### src/hw/rtl/rbst_pkg.sv
// ----------------------------------------------------------------------------
// rbst_pkg: shared types and constants for the ray/box slab test
// Q16.16 limits, divider pipeline shape, configuration register indexes and
// the interval record passed between the per-axis stages.
// ----------------------------------------------------------------------------
package rbst_pkg;

    localparam int AXES            = 3;
    localparam int QW              = 32;
    localparam int DIV_BITS        = 32;
    localparam int DIV_BITS_STAGE  = 2;
    localparam int DIV_STAGES      = DIV_BITS / DIV_BITS_STAGE;
    // Pre stage, iteration stages and the saturation stage.
    localparam int DIV_LATENCY     = DIV_STAGES + 2;

    localparam logic signed [QW-1:0] Q_MAX = 32'sh7FFF_FFFF;
    localparam logic signed [QW-1:0] Q_MIN = 32'sh8000_0000;

    localparam int CFG_IDX_W = 3;

    typedef enum logic [CFG_IDX_W-1:0] {
        CFG_ORIGIN_X = 3'd0,
        CFG_ORIGIN_Y = 3'd1,
        CFG_ORIGIN_Z = 3'd2,
        CFG_DIR_X    = 3'd3,
        CFG_DIR_Y    = 3'd4,
        CFG_DIR_Z    = 3'd5
    } cfg_idx_t;

    typedef struct packed {
        logic                   hit;
        logic signed [QW-1:0]   near_q;
        logic signed [QW-1:0]   far_q;
    } ival_t;

endpackage

### src/hw/rtl/rbst_div.sv
// ----------------------------------------------------------------------------
// rbst_div: pipelined saturating plane distance divider
// Computes ((plane - origin) << 16) / dir in Q16.16, truncated toward zero and
// saturated, two quotient bits per stage.
// ----------------------------------------------------------------------------
module rbst_div (
    input  logic                          aclk,
    input  logic                          en,
    input  logic signed [rbst_pkg::QW-1:0] plane,
    input  logic signed [rbst_pkg::QW-1:0] org,
    input  logic signed [rbst_pkg::QW-1:0] dir,
    output logic signed [rbst_pkg::QW-1:0] dist_q
);
    import rbst_pkg::*;

    logic [QW-1:0]  magd;

    logic [QW-1:0]  r_reg [DIV_STAGES+1];
    logic [QW-1:0]  n_reg [DIV_STAGES+1];
    logic [QW-1:0]  q_reg [DIV_STAGES+1];
    logic           ovf_reg  [DIV_STAGES+1];
    logic           neg_reg  [DIV_STAGES+1];
    logic           zero_reg [DIV_STAGES+1];
    logic           dneg_reg [DIV_STAGES+1];

    logic signed [QW:0] diff;
    logic [QW:0]        magn;
    logic [QW-1:0]      q_fin;
    logic signed [QW-1:0] dist_next;
    logic signed [QW-1:0] dist_reg;

    // The user must change the direction only while the pipeline is empty; the block itself does not enforce this.
    assign magd = dir[QW-1] ? QW'(-dir) : QW'(dir);

    always_comb begin
        diff = {plane[QW-1], plane} - {org[QW-1], org};
        magn = diff[QW] ? (QW+1)'(-diff) : (QW+1)'(diff);
    end

    always_ff @(posedge aclk) begin
        if (en) begin
            r_reg[0]    <= QW'(magn[QW:16]);
            n_reg[0]    <= {magn[15:0], 16'd0};
            q_reg[0]    <= '0;
            ovf_reg[0]  <= {15'd0, magn} >= {magd, 16'd0};
            neg_reg[0]  <= diff[QW] ^ dir[QW-1];
            zero_reg[0] <= (dir == '0);
            dneg_reg[0] <= diff[QW];
        end
    end

    for (genvar s = 1; s <= DIV_STAGES; s++) begin : g_stage
        logic [QW-1:0] r_next, n_next, q_next;
        logic [QW:0]   t;

        always_comb begin
            r_next = r_reg[s-1];
            n_next = n_reg[s-1];
            q_next = q_reg[s-1];
            t      = '0;
            for (int k = 0; k < DIV_BITS_STAGE; k++) begin
                t      = {r_next, n_next[QW-1]};
                n_next = {n_next[QW-2:0], 1'b0};
                if (t >= {1'b0, magd}) begin
                    r_next = QW'(t - {1'b0, magd});
                    q_next = {q_next[QW-2:0], 1'b1};
                end else begin
                    r_next = t[QW-1:0];
                    q_next = {q_next[QW-2:0], 1'b0};
                end
            end
        end

        always_ff @(posedge aclk) begin
            if (en) begin
                r_reg[s]    <= r_next;
                n_reg[s]    <= n_next;
                q_reg[s]    <= q_next;
                ovf_reg[s]  <= ovf_reg[s-1];
                neg_reg[s]  <= neg_reg[s-1];
                zero_reg[s] <= zero_reg[s-1];
                dneg_reg[s] <= dneg_reg[s-1];
            end
        end
    end

    always_comb begin
        q_fin = q_reg[DIV_STAGES];
        if (zero_reg[DIV_STAGES]) begin
            dist_next = dneg_reg[DIV_STAGES] ? Q_MIN : Q_MAX;
        end else if (ovf_reg[DIV_STAGES]) begin
            dist_next = neg_reg[DIV_STAGES] ? Q_MIN : Q_MAX;
        end else if (neg_reg[DIV_STAGES]) begin
            dist_next = (q_fin > 32'h8000_0000) ? Q_MIN : QW'(-q_fin);
        end else begin
            dist_next = q_fin[QW-1] ? Q_MAX : q_fin;
        end
    end

    always_ff @(posedge aclk) begin
        if (en) begin
            dist_reg <= dist_next;
        end
    end

    assign dist_q = dist_reg;

endmodule

### config.mk
export PLATFORM = sky130hd
export DESIGN_NAME = rbst_div
export DESIGN_NICKNAME = d
export VERILOG_FILES = /design/src/hw/rtl/rbst_pkg.sv /design/src/hw/rtl/rbst_div.sv
export SDC_FILE = /design/constraint.sdc
export NUM_CORES = 2
export LEC_CHECK = 0
export BUFFER_PORTS_ARGS = -buffer_cell sky130_fd_sc_hd__buf_2
export CAP_MARGIN = 0
export CORE_UTILIZATION = 48
export CTS_BUF_LIST = sky130_fd_sc_hd__clkbuf_4 sky130_fd_sc_hd__clkbuf_8
export DETAILED_ROUTE_END_ITERATION = 12
export PLACE_DENSITY = 0.72
export SYNTH_ARGS = -nofsm -noshare
export SYNTH_HDL_FRONTEND = slang
export SYNTH_SLANG_ARGS = --single-unit
### constraint.sdc
create_clock -name aclk -period 24.2 [get_ports aclk]
set_input_delay 4.84 -clock aclk [delete_from_list [all_inputs] [get_ports aclk]]
set_output_delay 4.84 -clock aclk [all_outputs]
set_load 0.03 [all_outputs]
* Word level (Yosys, flattened, before mapping)
Memories as Yosys holds them, arrays and structs flattened.
Index checks and enable logic that the tools add are counted.
** Word-level totals
- Memories kept :: 7
- Output and inout bits :: 32
- Bits in registers :: 32
- Bits of input ports :: 98
- RAM bits :: 1666
- Logic and storage cells :: 155
** Operators by class
- $add $sub $neg :: 36
- Reductions and logical operators :: 1
- Mux-type cells :: 75
- Magnitude comparators :: 34
- Bitwise operators :: 1
** Memory list
- q_reg :: depth 17, width 32, rd ports 17, clocked after memory_dff 0, wr ports 17, RTL line rbst_div.sv:20 : logic [QW-1:0] q_reg [DIV_STAGES+1];
- r_reg :: depth 17, width 32, rd ports 16, clocked after memory_dff 0, wr ports 17, RTL line rbst_div.sv:18 : logic [QW-1:0] r_reg [DIV_STAGES+1];
- n_reg :: depth 17, width 30, rd ports 16, clocked after memory_dff 0, wr ports 17, RTL line rbst_div.sv:19 : logic [QW-1:0] n_reg [DIV_STAGES+1];
- dneg_reg :: depth 17, width 1, rd ports 17, clocked after memory_dff 0, wr ports 17, RTL line rbst_div.sv:24 : logic dneg_reg [DIV_STAGES+1];
- neg_reg :: depth 17, width 1, rd ports 17, clocked after memory_dff 0, wr ports 17, RTL line rbst_div.sv:22 : logic neg_reg [DIV_STAGES+1];
- ovf_reg :: depth 17, width 1, rd ports 17, clocked after memory_dff 0, wr ports 17, RTL line rbst_div.sv:21 : logic ovf_reg [DIV_STAGES+1];
- 1 more memories
** Operators with widths (number)
- 2-to-1 mux 32 bit :: 39
- greater-or-equal comparator 33 x 32 -> 1 bit :: 32
- subtractor 32 bit :: 32
- negation 32 bit :: 2
- greater-or-equal comparator 33 x 48 -> 1 bit :: 1
- 2-to-1 mux 1 bit :: 34
- 2-to-1 mux 33 bit :: 1
- negation 33 bit :: 1
- subtractor 32 x 32 -> 33 bit :: 1
- > comparator 32 bit, second input constant :: 1
- logical NOT 32 bit :: 1
- 2-to-1 mux 31 bit :: 1
- bitwise XOR 1 bit :: 1

* Depth between registers and ports, before layout
- Depth in word-level cells :: 6
- Gate-level depth with buffers :: 40
- Mapped depth without buffers :: 34

* Worst setup path before layout
Ideal clock, no wire load.
- Kind :: in2reg
- From :: input port dir[0] (netlist bit)
- To :: memory r_reg[13][7], in the netlist r_reg[0][423], data pin
- Path buffers :: 6
- Arrival time :: 15.565 ns
- Path slack :: 8.375 ns
- Cell stages on the path :: 38
- Library setup time :: 0.260 ns
- Required time :: 23.940 ns
- Path through :: inv_1 clkbuf_1 buf_1 ha_1 or4b_1 buf_2 or4_4 o21ai_0 xor2_1 ha_1 a2111oi_0 o21a_1 nor3_1 a211o_1 maj3_2 maj3_2 a21oi_1 o21a_1 (+2 left out) clkbuf_1 nor2_1 a21oi_1 ha_1 o21ai_0 a21oi_1 o211ai_1 a21boi_0 o211ai_1 a31oi_1 a221oi_1 o21ai_0 a2111oi_2 o31ai_1 a21o_1 a211oi_2 buf_4 mux2_2
** RTL lines
- start, declared :: RTL line rbst_div.sv:11 : input logic signed [rbst_pkg::QW-1:0] dir,
- end, declared :: RTL line rbst_div.sv:18

==> summary.md <==
| Metric | Value |
|---|---|
| Status | complete, no violations |
| Yosys reg bits | 941 |
| DRC Markers | 0 |
| Max Clock Freq | 65.2 MHz |
| Post-layout min period | 15.35 ns |
| Worst path arrival time | 16.05 ns |
| Fin. Hold Viols | 0 |
| Mapped Nets | 11300 |
| Port bufs | 129 |
| Dominant synthesized flop cell | edfxtp_1 |
| First-pass GRT wire length | 439000 um |
| Core Footprint | 0.190 mm2 |
| Final hold slack | 0.401 ns |
| Fraction of layout cells with a size suffix above 1 | 10.3% |
| Largest cells by area after synthesis | edfxtp_1 31%, ha_1 14%, xnor2_1 6.2% |
| Nets | 11400 |
| Max FFs per register | 497 |
| # setup viols final | 0 |
| Routed via count | 80700 |
| CTS H-Tree Depth | 4 |
| FP Rows | 160 |
| P&R area growth vs syn | 8.75% |
| Async set-reset flop share out of synthesis | 0% |
| Layout Utilization | 52.6% |
| Post-CTS Setup Inserts | 0 |
| Routed WL | 289000 um |
| Post-synth EDFFs | 941 |
| Slowest cell on crit path | a2111oi_1 |
| Netlist cell types | 126 |
| Die Area | 0.194 mm2 |
| Largest net degree at the start of global routing | 136 |
| Via-per-instance ratio | 6.22 |
| Max Slew Vio Count | 0 |
| Req. time, crit path | 24.90 ns |
| DR WL/cell | 22.3 um |
| Seq/Total Area, Yosys | 30.7% |
| Maxcap violations | 0 |
| Worst path max stage delay | 0.79 ns |
| TNS Setup | 0 ns |
| YS warnings | 0 |
| Detailed Place HPWL | 216000 um |
| Num CTS Buffers | 173 |
| Placed insts | 12600 |
| Vias in the first global route | 77400 |
| Horiz. Die Dim | 440 um |
| Period utilization | 63.4% |
| Post-synth top area share | 30.7% |
| Worst Path Max Fanout | 55 |
| Setup CP Type | in2reg |
| DRT Pass-1 Iters | 7 |
| # IOs | 130 |
| Worst-path clk slew | 0.06 ns |
| Gate Count Post-Synth | 10200 |
| Insertion delay to the later sink of the worst-skew pair | 0.97 ns |
| Leading area contributor after synthesis | edfxtp_1 |
| Clock Sinks | 941 |
| Most frequent cells in the layout | 1009 x ha_1, 988 x a21oi_1, 941 x edfxtp_1 |
| Syn Area/Cell | 9.07 um2 |
| Initial core utilization | 48.4% |
| Placer congestion estimate | 0.965 |
| Worst relative slew slack | 27.9% |
| Grt total ovfl | 0 |
| CTS tree | built |
| Post-Layout Cell Count | 13000 |
| Clock root buffer | clkbuf_8 |
| Antenna Nets Post-Route | 0 |
| Longest Clk Path Bufs | 3 |
| Commonest non-fill, non-tap cell in the layout | ha_1 |
| Initial antenna violation count | 13 |
| RSZ-0062 raised after global routing | false |
| Post-cts hold buffer count | 0 |
| Worst Skew | 0.0539 ns |
| Chip height | 440 um |
| Reg2reg setup slack | 15.39 ns |
| PostCTS Resize Cnt | 0 |
| Synthesized cell area | 0.0921 mm2 |
| GRT Total Usage | 29.1% |
| Worst slew pin tran | 1.08 ns |
| Crit path capture type | flip-flop |
| DRT iter0 DRCs | 6993 |
| Worst Hold Class | reg2reg |
| Setup crit start kind | primary input |
[layout make-up]
type                       instances  area (um2)
timing repair buffer             252        1770
inverter                         364        1370
antenna                           10        25.0
multi-input combinational       8563       61800
tap                             2511        3140
fill                           17200       90300
clock inverter                   111        1150
sequential                       941       28300
clock buffer                     208        2650
[worst max-delay path, delay by kind of cell]
kind	cells	cell delay, ns
mux	2	0.87
xor+xnor	1	0.54
simple gates	6	2.02
compound gates	13	4.33
buf+inv	6	2.30
fa+ha+maj	3	1.02
[cells by family after synthesis]
logic type	share of synthesized area [%]
AOI/OAI and AO/OA	22.5
DFF	30.7
xor gates and xnor gates	9.24
buffers and inverters	2.88
and+or+nand+nor	15.3
adders and majority gates	14.7
muxes	4.61
[layer usage]
layer / global-route usage [%] / vias up / wire length, um
met4: 17.1 / 0 / 18200
met5: 0 / - / 0
met1: 36.0 / 38300 / 118000
met2: 47.9 / 3078 / 133000
met3: 4.32 / 788 / 19500
li1: - / 38500 / -
[synthesized netlist by cell type, types with 111 or more instances]
| library cell | instances |
|---|---|
| ha_1 | 1009 |
| a21oi_1 | 989 |
| edfxtp_1 | 941 |
| nand2_1 | 841 |
| nor2_1 | 778 |
| o21ai_0 | 674 |
| xnor2_1 | 652 |
| a21o_1 | 458 |
| inv_1 | 348 |
| mux2_2 | 316 |
| xor2_1 | 286 |
| nor3_1 | 209 |
| nand3_1 | 203 |
| clkbuf_1 | 177 |
| o21a_1 | 153 |
| nand4_1 | 141 |
| nand2b_1 | 131 |
| o21bai_1 | 131 |
| nor2b_1 | 124 |
| a31oi_1 | 111 |
[through the flow]
stage | setup slack [ns] | area (um2)
2_1_floorplan | 8.38 | 92100
3_3_place_gp | 8.25 | 96300
3_5_place_dp | 8.07 | 96300
4_1_cts | 9.11 | 100000
5_1_grt | 8.42 | 100000
6_report | 8.85 | 100000
[final timing paths]
path,start,end,cells after the start
max,dir[0],r_reg[0][316],31
min,n_reg[0][55],n_reg[0][87],0
min reg2reg,n_reg[0][55],n_reg[0][87],0
max reg2reg,r_reg[0][129],r_reg[0][171],24
Power is not shown: default switching activity piles up to over one toggle a cycle in this logic, so the estimate is an artifact.
